**config.mk**
```make
export PLATFORM = sky130hd
export DESIGN_NAME = pl0lex_scanner
export DESIGN_NICKNAME = d
export VERILOG_FILES = /design/src/hdl/pl0lex_pkg.sv /design/src/hdl/pl0lex_kw_match.sv /design/src/hdl/pl0lex_scanner.sv
export SDC_FILE = /design/constraint.sdc
export NUM_CORES = 1
export LEC_CHECK = 0
export BUFFER_PORTS_ARGS = -buffer_cell sky130_fd_sc_hd__buf_2
export CAP_MARGIN = 30
export CORE_ASPECT_RATIO = 0.6
export CORE_UTILIZATION = 25
export DETAILED_ROUTE_END_ITERATION = 10
export HOLD_SLACK_MARGIN = 0.12
export PLACE_DENSITY = 0.48
export SLEW_MARGIN = 5
export SYNTH_ARGS = -nofsm -noshare
export SYNTH_HDL_FRONTEND = slang
export SYNTH_SLANG_ARGS = --single-unit
export TNS_END_PERCENT = 10
```
**constraint.sdc**
```tcl
create_clock -name clk -period 16.7 [get_ports clk]
set_input_delay 0.835 -clock clk [delete_from_list [all_inputs] [get_ports clk]]
set_output_delay 0.835 -clock clk [all_outputs]
set_load 0.02 [all_outputs]
```
**src/hdl/pl0lex_pkg.sv**
```systemverilog
`default_nettype none

package pl0lex_pkg;

    // default sizes
    localparam int IDENT_MAX_CHARS_DEF   = 11;
    localparam int NUMBER_MAX_DIGITS_DEF = 5;

    // result word shape
    localparam int TOK_W             = 6;
    localparam int NUM_W             = 17;
    localparam int NAME_REPORT_CHARS = 11;
    localparam int MAX_RESULTS       = 3;
    localparam int PUSH_CNT_W        = $clog2(MAX_RESULTS + 1);

    // result queue, power of two
    localparam int QUEUE_DEPTH = 4;

    // keyword lookup view, longest keyword is nine characters
    localparam int KW_VIEW_CHARS = 9;
    localparam int KW_VIEW_BITS  = 8 * KW_VIEW_CHARS;
    localparam int KW_COUNT      = 14;

    typedef logic [TOK_W-1:0] tok_code_t;

    localparam tok_code_t TOK_END       = 6'd0;
    localparam tok_code_t TOK_CONST     = 6'd1;
    localparam tok_code_t TOK_VAR       = 6'd2;
    localparam tok_code_t TOK_PROCEDURE = 6'd3;
    localparam tok_code_t TOK_BEGIN     = 6'd4;
    localparam tok_code_t TOK_KW_END    = 6'd5;
    localparam tok_code_t TOK_WHILE     = 6'd6;
    localparam tok_code_t TOK_DO        = 6'd7;
    localparam tok_code_t TOK_IF        = 6'd8;
    localparam tok_code_t TOK_THEN      = 6'd9;
    localparam tok_code_t TOK_ELSE      = 6'd10;
    localparam tok_code_t TOK_CALL      = 6'd11;
    localparam tok_code_t TOK_WRITE     = 6'd12;
    localparam tok_code_t TOK_READ      = 6'd13;
    localparam tok_code_t TOK_IDENT     = 6'd14;
    localparam tok_code_t TOK_NUMBER    = 6'd15;
    localparam tok_code_t TOK_BECOMES   = 6'd16;
    localparam tok_code_t TOK_PLUS      = 6'd17;
    localparam tok_code_t TOK_MINUS     = 6'd18;
    localparam tok_code_t TOK_TIMES     = 6'd19;
    localparam tok_code_t TOK_SLASH     = 6'd20;
    localparam tok_code_t TOK_PERCENT   = 6'd21;
    localparam tok_code_t TOK_EQL       = 6'd22;
    localparam tok_code_t TOK_NEQ       = 6'd23;
    localparam tok_code_t TOK_LSS       = 6'd24;
    localparam tok_code_t TOK_LEQ       = 6'd25;
    localparam tok_code_t TOK_GTR       = 6'd26;
    localparam tok_code_t TOK_GEQ       = 6'd27;
    localparam tok_code_t TOK_ODD       = 6'd28;
    localparam tok_code_t TOK_LPAREN    = 6'd29;
    localparam tok_code_t TOK_RPAREN    = 6'd30;
    localparam tok_code_t TOK_COMMA     = 6'd31;
    localparam tok_code_t TOK_PERIOD    = 6'd32;
    localparam tok_code_t TOK_SEMICOLON = 6'd33;

    typedef logic [2:0] err_code_t;

    localparam err_code_t ERR_NONE       = 3'd0;
    localparam err_code_t ERR_SYMBOL     = 3'd1;
    localparam err_code_t ERR_IDENT_FORM = 3'd2;
    localparam err_code_t ERR_NUM_LONG   = 3'd3;
    localparam err_code_t ERR_IDENT_LONG = 3'd4;

    // keywords, first character in the top byte, zero padded
    localparam logic [KW_VIEW_BITS-1:0] KW_TEXT [KW_COUNT] = '{
        {"const", 32'h0}, {"var", 48'h0}, {"procedure"}, {"begin", 32'h0},
        {"end", 48'h0}, {"while", 32'h0}, {"do", 56'h0}, {"if", 56'h0},
        {"then", 40'h0}, {"else", 40'h0}, {"call", 40'h0}, {"write", 32'h0},
        {"read", 40'h0}, {"odd", 48'h0}
    };

    localparam tok_code_t KW_CODE [KW_COUNT] = '{
        TOK_CONST, TOK_VAR, TOK_PROCEDURE, TOK_BEGIN, TOK_KW_END, TOK_WHILE,
        TOK_DO, TOK_IF, TOK_THEN, TOK_ELSE, TOK_CALL, TOK_WRITE, TOK_READ, TOK_ODD
    };

    typedef struct packed {
        logic [7:0] char_code;
        logic       end_of_text;
    } text_word_t;

    typedef struct packed {
        tok_code_t                          token_type;
        logic [NUM_W-1:0]                   number_value;
        logic [63:0]                        name_chars_low;
        logic [8*(NAME_REPORT_CHARS-8)-1:0] name_chars_high;
        logic [3:0]                         name_length;
        err_code_t                          error_code;
        logic                               last_of_run;
    } tok_word_t;

    // tokens produced by one accepted byte
    typedef struct packed {
        logic [PUSH_CNT_W-1:0]        count;
        tok_word_t [MAX_RESULTS-1:0]  word;
    } push_t;

    typedef struct packed {
        logic      found;
        tok_code_t code;
    } kw_hit_t;

endpackage

`default_nettype wire

```
**src/hdl/pl0lex_kw_match.sv**
```systemverilog
`default_nettype none

module pl0lex_kw_match import pl0lex_pkg::*;
(
    input  logic                    enable,
    input  logic [KW_VIEW_BITS-1:0] view,
    output kw_hit_t                 hit
);

    // names are zero padded and never contain a zero byte, so a full
    // compare also checks the length
    always_comb
    begin
        hit.found = 1'b0;
        hit.code  = TOK_IDENT;
        for (int k = 0; k < KW_COUNT; k++)
        begin
            if (enable && !hit.found && view == KW_TEXT[k])
            begin
                hit.found = 1'b1;
                hit.code  = KW_CODE[k];
            end
        end
    end

endmodule

`default_nettype wire

```
**src/hdl/pl0lex_scanner.sv**
```systemverilog
`default_nettype none

module pl0lex_scanner import pl0lex_pkg::*;
#(
    parameter int IDENT_MAX_CHARS   = IDENT_MAX_CHARS_DEF,
    parameter int NUMBER_MAX_DIGITS = NUMBER_MAX_DIGITS_DEF
)
(
    input  logic       clk,
    input  logic       rst_n,
    input  logic       fire,
    input  text_word_t text_word,
    output push_t      push
);

    localparam int LEN_MAX   = (IDENT_MAX_CHARS > NUMBER_MAX_DIGITS) ?
                               IDENT_MAX_CHARS : NUMBER_MAX_DIGITS;
    localparam int LEN_W     = $clog2(LEN_MAX + 1);
    localparam int LEN_EXT_W = (LEN_W > 4) ? LEN_W : 4;
    localparam int IDX_W     = (IDENT_MAX_CHARS > 1) ? $clog2(IDENT_MAX_CHARS) : 1;
    localparam int NUM_CAND  = 4;

    localparam logic [7:0] CH_LF      = 8'h0A;
    localparam logic [7:0] CH_SPACE   = 8'h20;
    localparam logic [7:0] CH_BANG    = 8'h21;
    localparam logic [7:0] CH_PERCENT = 8'h25;
    localparam logic [7:0] CH_LPAREN  = 8'h28;
    localparam logic [7:0] CH_RPAREN  = 8'h29;
    localparam logic [7:0] CH_STAR    = 8'h2A;
    localparam logic [7:0] CH_PLUS    = 8'h2B;
    localparam logic [7:0] CH_COMMA   = 8'h2C;
    localparam logic [7:0] CH_MINUS   = 8'h2D;
    localparam logic [7:0] CH_PERIOD  = 8'h2E;
    localparam logic [7:0] CH_SLASH   = 8'h2F;
    localparam logic [7:0] CH_ZERO    = 8'h30;
    localparam logic [7:0] CH_NINE    = 8'h39;
    localparam logic [7:0] CH_COLON   = 8'h3A;
    localparam logic [7:0] CH_SEMI    = 8'h3B;
    localparam logic [7:0] CH_LT      = 8'h3C;
    localparam logic [7:0] CH_EQ      = 8'h3D;
    localparam logic [7:0] CH_GT      = 8'h3E;
    localparam logic [7:0] CH_UP_A    = 8'h41;
    localparam logic [7:0] CH_UP_Z    = 8'h5A;
    localparam logic [7:0] CH_LO_A    = 8'h61;
    localparam logic [7:0] CH_LO_Z    = 8'h7A;
    localparam logic [7:0] CH_DEL     = 8'h7F;

    typedef enum logic [9:0] {
        MODE_IDLE    = 10'b0000000001,
        MODE_IDENT   = 10'b0000000010,
        MODE_NUMBER  = 10'b0000000100,
        MODE_COLON   = 10'b0000001000,
        MODE_EQ      = 10'b0000010000,
        MODE_BANG    = 10'b0000100000,
        MODE_LT      = 10'b0001000000,
        MODE_GT      = 10'b0010000000,
        MODE_SLASH   = 10'b0100000000,
        MODE_COMMENT = 10'b1000000000
    } scan_mode_t;

    typedef enum logic [1:0] {
        CAND_SYM,
        CAND_IDENT,
        CAND_NUMBER
    } cand_kind_t;

    scan_mode_t           mode_reg, mode_next, mode_upd, idle_mode;
    logic [LEN_W-1:0]     len_reg, len_next, len_upd;
    logic [NUM_W-1:0]     acc_reg, acc_next, acc_upd;
    logic                 halted_reg, halted_next;
    logic [7:0]           ident_buf_reg [IDENT_MAX_CHARS];

    logic [7:0]           c;
    logic                 eot;
    logic                 is_digit, is_alpha, is_space;
    logic [3:0]           digit_val;
    logic                 idle_sym_vld, idle_err;
    tok_code_t            idle_sym;

    logic                 wr_en;
    logic [IDX_W-1:0]     wr_idx;
    logic                 use_idle;
    err_code_t            err;

    logic [NUM_CAND-1:0]  cand_vld;
    cand_kind_t           cand_kind [NUM_CAND];
    tok_code_t            cand_code [NUM_CAND];
    tok_word_t            cand_word [NUM_CAND];

    logic [LEN_EXT_W-1:0] len_ext;
    logic [3:0]           name_len;
    logic [7:0]           name_byte [NAME_REPORT_CHARS];
    logic [KW_VIEW_BITS-1:0] kw_view;
    kw_hit_t              kw_hit;
    tok_word_t            ident_word, number_word;
    logic [PUSH_CNT_W-1:0] n;

    assign c         = text_word.char_code;
    assign eot       = text_word.end_of_text;
    assign is_digit  = (c >= CH_ZERO) && (c <= CH_NINE);
    assign is_alpha  = ((c >= CH_UP_A) && (c <= CH_UP_Z)) || ((c >= CH_LO_A) && (c <= CH_LO_Z));
    assign is_space  = (c <= CH_SPACE) || (c == CH_DEL);
    assign digit_val = 4'(c - CH_ZERO);

    // what a byte does when no token is pending
    always_comb
    begin
        idle_mode    = MODE_IDLE;
        idle_sym_vld = 1'b0;
        idle_sym     = TOK_END;
        idle_err     = 1'b0;
        if (is_space)
        begin
            idle_mode = MODE_IDLE;
        end
        else if (is_digit)
        begin
            idle_mode = MODE_NUMBER;
        end
        else if (is_alpha)
        begin
            idle_mode = MODE_IDENT;
        end
        else
        begin
            unique case (c)
                CH_COLON:   idle_mode = MODE_COLON;
                CH_EQ:      idle_mode = MODE_EQ;
                CH_BANG:    idle_mode = MODE_BANG;
                CH_LT:      idle_mode = MODE_LT;
                CH_GT:      idle_mode = MODE_GT;
                CH_SLASH:   idle_mode = MODE_SLASH;
                CH_PLUS:    begin idle_sym_vld = 1'b1; idle_sym = TOK_PLUS;      end
                CH_MINUS:   begin idle_sym_vld = 1'b1; idle_sym = TOK_MINUS;     end
                CH_STAR:    begin idle_sym_vld = 1'b1; idle_sym = TOK_TIMES;     end
                CH_PERCENT: begin idle_sym_vld = 1'b1; idle_sym = TOK_PERCENT;   end
                CH_LPAREN:  begin idle_sym_vld = 1'b1; idle_sym = TOK_LPAREN;    end
                CH_RPAREN:  begin idle_sym_vld = 1'b1; idle_sym = TOK_RPAREN;    end
                CH_COMMA:   begin idle_sym_vld = 1'b1; idle_sym = TOK_COMMA;     end
                CH_PERIOD:  begin idle_sym_vld = 1'b1; idle_sym = TOK_PERIOD;    end
                CH_SEMI:    begin idle_sym_vld = 1'b1; idle_sym = TOK_SEMICOLON; end
                default:    idle_err = 1'b1;
            endcase
        end
    end

    // candidates in emit order: pending token, new symbol, flush at end, end marker
    always_comb
    begin
        mode_upd = mode_reg;
        len_upd  = len_reg;
        acc_upd  = acc_reg;
        wr_en    = 1'b0;
        wr_idx   = '0;
        use_idle = 1'b0;
        err      = ERR_NONE;
        cand_vld = '0;
        for (int i = 0; i < NUM_CAND; i++)
        begin
            cand_kind[i] = CAND_SYM;
            cand_code[i] = TOK_END;
        end

        unique case (mode_reg)
            MODE_COMMENT:
            begin
                if (c == CH_LF)
                    mode_upd = MODE_IDLE;
            end
            MODE_IDENT:
            begin
                if (is_alpha || is_digit)
                begin
                    if (len_reg >= LEN_W'(IDENT_MAX_CHARS))
                        err = ERR_IDENT_LONG;
                    else
                    begin
                        wr_en   = 1'b1;
                        wr_idx  = len_reg[IDX_W-1:0];
                        len_upd = len_reg + 1'b1;
                    end
                end
                else
                begin
                    cand_vld[0]  = 1'b1;
                    cand_kind[0] = CAND_IDENT;
                    use_idle     = 1'b1;
                end
            end
            MODE_NUMBER:
            begin
                if (is_digit)
                begin
                    if (len_reg >= LEN_W'(NUMBER_MAX_DIGITS))
                        err = ERR_NUM_LONG;
                    else
                    begin
                        acc_upd = (acc_reg << 3) + (acc_reg << 1) + NUM_W'(digit_val);
                        len_upd = len_reg + 1'b1;
                    end
                end
                else if (is_alpha)
                    err = ERR_IDENT_FORM;
                else
                begin
                    cand_vld[0]  = 1'b1;
                    cand_kind[0] = CAND_NUMBER;
                    use_idle     = 1'b1;
                end
            end
            MODE_COLON, MODE_EQ, MODE_BANG:
            begin
                if (c == CH_EQ)
                begin
                    cand_vld[0] = 1'b1;
                    cand_code[0] = (mode_reg == MODE_COLON) ? TOK_BECOMES :
                                   (mode_reg == MODE_EQ)    ? TOK_EQL : TOK_NEQ;
                    mode_upd    = MODE_IDLE;
                end
                else
                    err = ERR_SYMBOL;
            end
            MODE_LT, MODE_GT:
            begin
                cand_vld[0] = 1'b1;
                if (c == CH_EQ)
                begin
                    cand_code[0] = (mode_reg == MODE_LT) ? TOK_LEQ : TOK_GEQ;
                    mode_upd     = MODE_IDLE;
                end
                else
                begin
                    cand_code[0] = (mode_reg == MODE_LT) ? TOK_LSS : TOK_GTR;
                    use_idle     = 1'b1;
                end
            end
            MODE_SLASH:
            begin
                if (c == CH_SLASH)
                    mode_upd = MODE_COMMENT;
                else
                begin
                    cand_vld[0]  = 1'b1;
                    cand_code[0] = TOK_SLASH;
                    use_idle     = 1'b1;
                end
            end
            default:
                use_idle = 1'b1;
        endcase

        if (use_idle)
        begin
            mode_upd     = idle_mode;
            cand_vld[1]  = idle_sym_vld;
            cand_code[1] = idle_sym;
            if (idle_err)
                err = ERR_SYMBOL;
            if (is_digit)
            begin
                acc_upd = NUM_W'(digit_val);
                len_upd = LEN_W'(1);
            end
            if (is_alpha)
            begin
                wr_en   = 1'b1;
                wr_idx  = '0;
                len_upd = LEN_W'(1);
            end
        end

        // end of text flushes what is pending
        if (eot && err == ERR_NONE)
        begin
            unique case (mode_upd)
                MODE_IDENT:  begin cand_vld[2] = 1'b1; cand_kind[2] = CAND_IDENT;  end
                MODE_NUMBER: begin cand_vld[2] = 1'b1; cand_kind[2] = CAND_NUMBER; end
                MODE_LT:     begin cand_vld[2] = 1'b1; cand_code[2] = TOK_LSS;     end
                MODE_GT:     begin cand_vld[2] = 1'b1; cand_code[2] = TOK_GTR;     end
                MODE_SLASH:  begin cand_vld[2] = 1'b1; cand_code[2] = TOK_SLASH;   end
                MODE_COLON, MODE_EQ, MODE_BANG:
                    err = ERR_SYMBOL;
                default:
                    ;
            endcase
            if (err == ERR_NONE)
                cand_vld[3] = 1'b1;
        end
    end

    // identifier view with this byte's write folded in, zero past the length
    assign len_ext = LEN_EXT_W'(len_upd);

    genvar j;
    generate
        for (j = 0; j < NAME_REPORT_CHARS; j++)
        begin : g_view
            if (j < IDENT_MAX_CHARS)
            begin : g_used
                assign name_byte[j] = (LEN_EXT_W'(j) < len_ext) ?
                    ((wr_en && wr_idx == IDX_W'(j)) ? c : ident_buf_reg[j]) : 8'h00;
            end
            else
            begin : g_pad
                assign name_byte[j] = 8'h00;
            end
        end
    endgenerate

    always_comb
    begin
        for (int i = 0; i < KW_VIEW_CHARS; i++)
            kw_view[8*(KW_VIEW_CHARS-1-i) +: 8] = name_byte[i];
    end

    pl0lex_kw_match u_kw_match (
        .enable (len_ext <= LEN_EXT_W'(KW_VIEW_CHARS)),
        .view   (kw_view),
        .hit    (kw_hit)
    );

    assign name_len = (len_ext > LEN_EXT_W'(NAME_REPORT_CHARS)) ?
                      4'(NAME_REPORT_CHARS) : len_ext[3:0];

    always_comb
    begin
        ident_word = '0;
        if (kw_hit.found)
            ident_word.token_type = kw_hit.code;
        else
        begin
            ident_word.token_type = TOK_IDENT;
            for (int i = 0; i < 8; i++)
                ident_word.name_chars_low[8*i +: 8] = name_byte[i];
            for (int i = 8; i < NAME_REPORT_CHARS; i++)
                ident_word.name_chars_high[8*(i-8) +: 8] = name_byte[i];
            ident_word.name_length = name_len;
        end

        number_word              = '0;
        number_word.token_type   = TOK_NUMBER;
        number_word.number_value = acc_upd;

        for (int i = 0; i < NUM_CAND; i++)
        begin
            cand_word[i] = '0;
            unique case (cand_kind[i])
                CAND_IDENT:  cand_word[i] = ident_word;
                CAND_NUMBER: cand_word[i] = number_word;
                default:     cand_word[i].token_type = cand_code[i];
            endcase
        end
    end

    // pack the first three candidates; an error replaces them all
    always_comb
    begin
        push.word = '0;
        n         = '0;
        for (int i = 0; i < NUM_CAND; i++)
        begin
            if (cand_vld[i] && n < PUSH_CNT_W'(MAX_RESULTS))
            begin
                push.word[n] = cand_word[i];
                n            = n + 1'b1;
            end
        end
        if (err != ERR_NONE)
        begin
            push.word               = '0;
            push.word[0].token_type = TOK_END;
            push.word[0].error_code = err;
            n                       = PUSH_CNT_W'(1);
        end
        if (!fire || halted_reg)
            n = '0;
        for (int s = 0; s < MAX_RESULTS; s++)
            push.word[s].last_of_run = (n != '0) && (PUSH_CNT_W'(s) == n - 1'b1);
        push.count = n;
    end

    always_comb
    begin
        mode_next   = mode_reg;
        len_next    = len_reg;
        acc_next    = acc_reg;
        halted_next = halted_reg;
        if (fire && !halted_reg)
        begin
            if (err != ERR_NONE)
            begin
                halted_next = 1'b1;
                mode_next   = MODE_IDLE;
                len_next    = '0;
                acc_next    = '0;
            end
            else if (eot)
            begin
                mode_next = MODE_IDLE;
                len_next  = '0;
                acc_next  = '0;
            end
            else
            begin
                mode_next = mode_upd;
                len_next  = len_upd;
                acc_next  = acc_upd;
            end
        end
    end

    always_ff @(posedge clk or negedge rst_n)
    begin
        if (!rst_n)
        begin
            mode_reg   <= MODE_IDLE;
            len_reg    <= '0;
            acc_reg    <= '0;
            halted_reg <= 1'b0;
        end
        else
        begin
            mode_reg   <= mode_next;
            len_reg    <= len_next;
            acc_reg    <= acc_next;
            halted_reg <= halted_next;
        end
    end

    always_ff @(posedge clk)
    begin
        if (fire && !halted_reg && wr_en)
            ident_buf_reg[wr_idx] <= c;
    end

    a_halt_sticks: assert property (@(posedge clk) disable iff (!rst_n)
        halted_reg |=> halted_reg)
        else $error("halt flag cleared without reset");

    a_halt_silent: assert property (@(posedge clk) disable iff (!rst_n)
        halted_reg |-> push.count == '0)
        else $error("tokens produced while halted");

    a_error_alone: assert property (@(posedge clk) disable iff (!rst_n)
        (push.count != '0 && push.word[0].error_code != ERR_NONE)
        |-> (push.count == PUSH_CNT_W'(1)) ##1 halted_reg)
        else $error("error word not alone or not followed by halt");

endmodule

`default_nettype wire

```
# After elaboration in Yosys (flattened, before gate mapping)
# Memory sizes are Yosys's and may differ from the RTL's.
# Cells that the tools add are included.
# word_totals
reg_bits	32
latch_bits	0
ram_bits	88
mem_bits_ro	0
input_bits	12
output_inout_bits	359
wordCells	352
memories	1
# mem_list
memory	words	width	read_ports	rd_clocked_by_memory_dff	wr	line	text
ident_buf_reg	11	8	11	0	1	pl0lex_scanner.sv:71	logic [7:0] ident_buf_reg [IDENT_MAX_CHARS];
# classes
addsub	8
n_mul	0
div	0
order_cmp	31
n_eq_ne	64
shifts	0
mux	155
n_bitwise	2
reduce_logical	87
# ops
operator	count
$mux 357	4
$eq 72x71->1 const B	14
$bwmux 357	2
$demux 119 s2	3
$mux 119	4
$pmux 113 s2	2
$and 357x357->357	1
$not 357->357	1
$mux 8	22
$eq 8x6->1 const B	15
$mux 17	7
$mux 7	14
$mux 92	1
$mux 10	8
$mux 4	15
$pmux 6 s9	1
$pmux 9 s6	1
$logic_and 1x1->1	53
$mux 6	5
$pmux 10 s3	1
$pmux 5 s3	2
$mux 1	28
$mux 2	14
$mux 3	9
61 further kinds	120

# Logic depth before layout (Yosys ltp)
# depth
word_depth	77
depth_mapped	24
depth_no_buf	21

# By module
# A second synthesis with hierarchy kept.
# hier_totals
cells_unflattened	1528
hier_area_um2	11785.1
# by_module_without_submodules
module	instances	cells_each	area_each_um2	seq_area_each_um2
pl0lex_scanner	1	1390	10836.6	3444.6
pl0lex_kw_match	1	138	948.4	0.0

# Least setup slack after synthesis
# OpenSTA, ideal clock, no wires.
# synth_path
path_type	input to output
start	input port text_word[1] in the netlist's numbering
end	output port push[186] in the netlist's numbering
arrival_time_ns	5.787
t_required_ns	15.865
path_slack_ns	10.078
path_stages	22
path_buffers	5
path_cell_list	clkbuf_1 -> or4_1 -> o221ai_1 -> clkbuf_1 -> nand2_1 -> a211oi_1 -> nand2b_1 -> o21ai_0 -> ha_1 -> nand2_1 -> and3_1 -> clkbuf_1 -> nor2_1 -> ha_1 -> nor3b_1 -> a21oi_1 -> nand2b_1 -> or2_2 -> or3_1 -> buf_2 -> buf_6 -> a211oi_1
# synth_rtl
element	line	text
start: declaration	pl0lex_scanner.sv:12	input text_word_t text_word,
end: declaration	pl0lex_scanner.sv:13	output push_t push

==> results.ini <==
[synthesis]
synth_flop_cell=edfxtp_1
muxShareOfSynthArea_pct=4.41
synth-compound-area-share_pct=19.4
synth-simple-area-share_pct=35.3
synth_seq_cells=120
synth_commonest_cells=nor2_1 (276), nand2_1 (191), nor3_1 (140)
synth_edf_count=88
yosysTopAreaCell=edfxtp_1
synthTopCellsByArea=edfxtp_1 (22%), nor2_1 (8.6%), dfrtp_1 (6.5%)
ys_types=98
synth_area_sq_um=12000
syn_inst=1598
synth-adder-area-share_pct=4.82
yosysWarningCount=0
synth-xor-area-share_pct=1.31
synth_top_family_by_area=simple AND/OR/NAND/NOR gates
synth.top_cell.area_share_pct=22.0
ys_seq_area_share_pct=28.7
synth.most_common_cell=nor2_1
syn-mean-instance-area_sq_um=7.51
async_flop_share_pct=26.7

[critical_path]
reg2reg_slack_ns=12.05
worst_setup_path_end_kind=output pin
crit_arrival_ns=7.86
path_class=in2out
cp_max_fo=45
r2r-start=mode_reg[4]$_DFFE_PN0P_
reg2reg_depth=9
crit_path_start_kind=primary input
critical_path_required_ns=15.87
reg2reg_to=mode_reg[9]$_DFFE_PN0P_

[clocking]
postCtsSetupBuffers=0
cts_hold_buf=0
tritoncts=built
clk_latency_ns=0.45
ctsLongestPathBuffers=2
htreeDepth=4
clkTransAtPathRegs_ns=0.07
ctsResizeCount=0
clockRootBuffer=clkbuf_16
clock-sinks=120
cts_buffers=17

[place]
io_buffers=363
dp.cells=2506
place_ws_ns=7.78
gp_congestion=0.969
dp_hpwl_um=43900

[pwr]
p_per_area_nw_per_um2=62.7
ir_drop_uv=80.7
p_leak_uw=0.00632

[grt]
grt_overflow=0
grt_pass1_wl_um=83000
grt_pass1_vias=12369
antenna_found_initial=0
grt_use_total_pct=22.6
grt_max_degree=46

[route]
vias=14100
wl_per_cell_um=22.8
vias_per_cell=5.54
drt-initial-drc-count=1616
remaining_drc_errors=0
ant_nets=0
drtPass1Iterations=6
wirelength_um=58000

[sta]
drv_slew=0
skew_ns=0.0119
finalSetupViolations=0
tightest_slew_ns=0.964
fin_setup_tns_ns=0
fmax_mhz=115
hold-worst-slack_ns=0.477
relSlewSlack_pct=35.6
finalCritPeriodShare_pct=52.1
rsz0062_at_grt=no
layout_min_cycle_time_ns=8.70
setup_slack_ns=8.00
hold_violations=0

[floorplanning]
dieWidth_um=285
top_level_ports=371
core_sq_um=46800
fp.dieArea_sq_um=48900
start_util_pct=25.6
rows=61
die-height_um=172

[min_path]
hold_path_class=in2async

[final_layout]
largest_reg_flops=88
fin_nets=1957
area_growth_pct=25.6
num_antenna_cells=0
fillers=4993
layout-drive-gt1-share_pct=26.7
final_cells=2543

[status]
status=finished, final reports clean

[flow_run]
maxCapViolations=0

[cell usage in the layout (no fill, tap or decap), types with 23 or more instances in the layout]
cell and n:
buf_2 367, nor2_1 276, nand2_1 191, nor3_1 140, edfxtp_1 88, o21ai_0 57
a211oi_1 45, nand3_1 44, a21oi_1 43, ha_1 43, buf_4 39, mux2i_1 36
dfrtp_1 31, inv_1 29, nor4_1 28, a21o_1 28, nor2b_1 24, nand4_1 23
[cell families after synthesis]
kind of cell    count (synthesis)
compound gates                329
xor+xnor                       18
fa+ha+maj                      45
buf+inv                       164
flops                         120
mux                            51
other cells                     1
simple gates                  870
[cell type report]
class	instances	area, sq um	share of cell area [%]
Clock buffer	17	425	2.82
Timing Repair Buffer	410	2190	14.6
Sequential cell	120	3440	22.9
Inverter	31	116	0.772
Clock inverter	15	203	1.35
Tap cell	630	788	5.23
Multi-Input combinational cell	1320	7900	52.4
[critical path, cell delays in order]
cell and delay (ns):
buf_2 0.07, buf_4 0.42, nand4bb_1 0.41, nor2_1 0.70, nor3_1 0.21, a211oi_2 0.54
or3_1 0.58, nand2_1 0.23, o31a_1 0.36, and3_1 0.26, nor2_1 0.26, ha_1 0.23
nor3b_1 0.10, a21oi_1 0.24, nand2b_1 0.20, or2_2 0.31, buf_4 0.29, or3_2 0.62
buf_4 0.33, a211oi_1 0.31, buf_2 0.22
[metrics by stage]
step	power [uW]	util, %	instance area (sq um)
floorplan	462	-	12000
global placement	539	30.7	14300
detailed placement	541	30.8	14400
CTS	945	32.1	15000
global route	977	32.2	15100
finish	945	32.2	15100
[power by group]
group          switching (uW)  internal, uW
sequential               7.54           323
combinational             161          51.5
clock                     173           230
total                     341           604
[metal layers]
layer / GRT usage (%) / up-vias / routed length [um]
li1: - / 6449 / -
met3: 5.82 / 42 / 5350
met5: 0 / - / 0
met1: 34.0 / 6878 / 28000
met4: 3.83 / 0 / 501
met2: 31.9 / 731 / 24200
[worst max-delay path by stage]
| stage | from | to | slack, ns |
|---|---|---|---|
| 4_1_cts | text_word[5] | push[66] | 7.74 |
| 5_1_grt | text_word[5] | push[188] | 7.47 |
| 2_1_floorplan | text_word[1] | push[186] | 10.08 |
| 6_report | text_word[5] | push[187] | 8.00 |
| 3_3_place_gp | text_word[5] | push[251] | 8.06 |
| 3_5_place_dp | text_word[5] | push[66] | 7.78 |
Power figures use the tool's default switching activity.
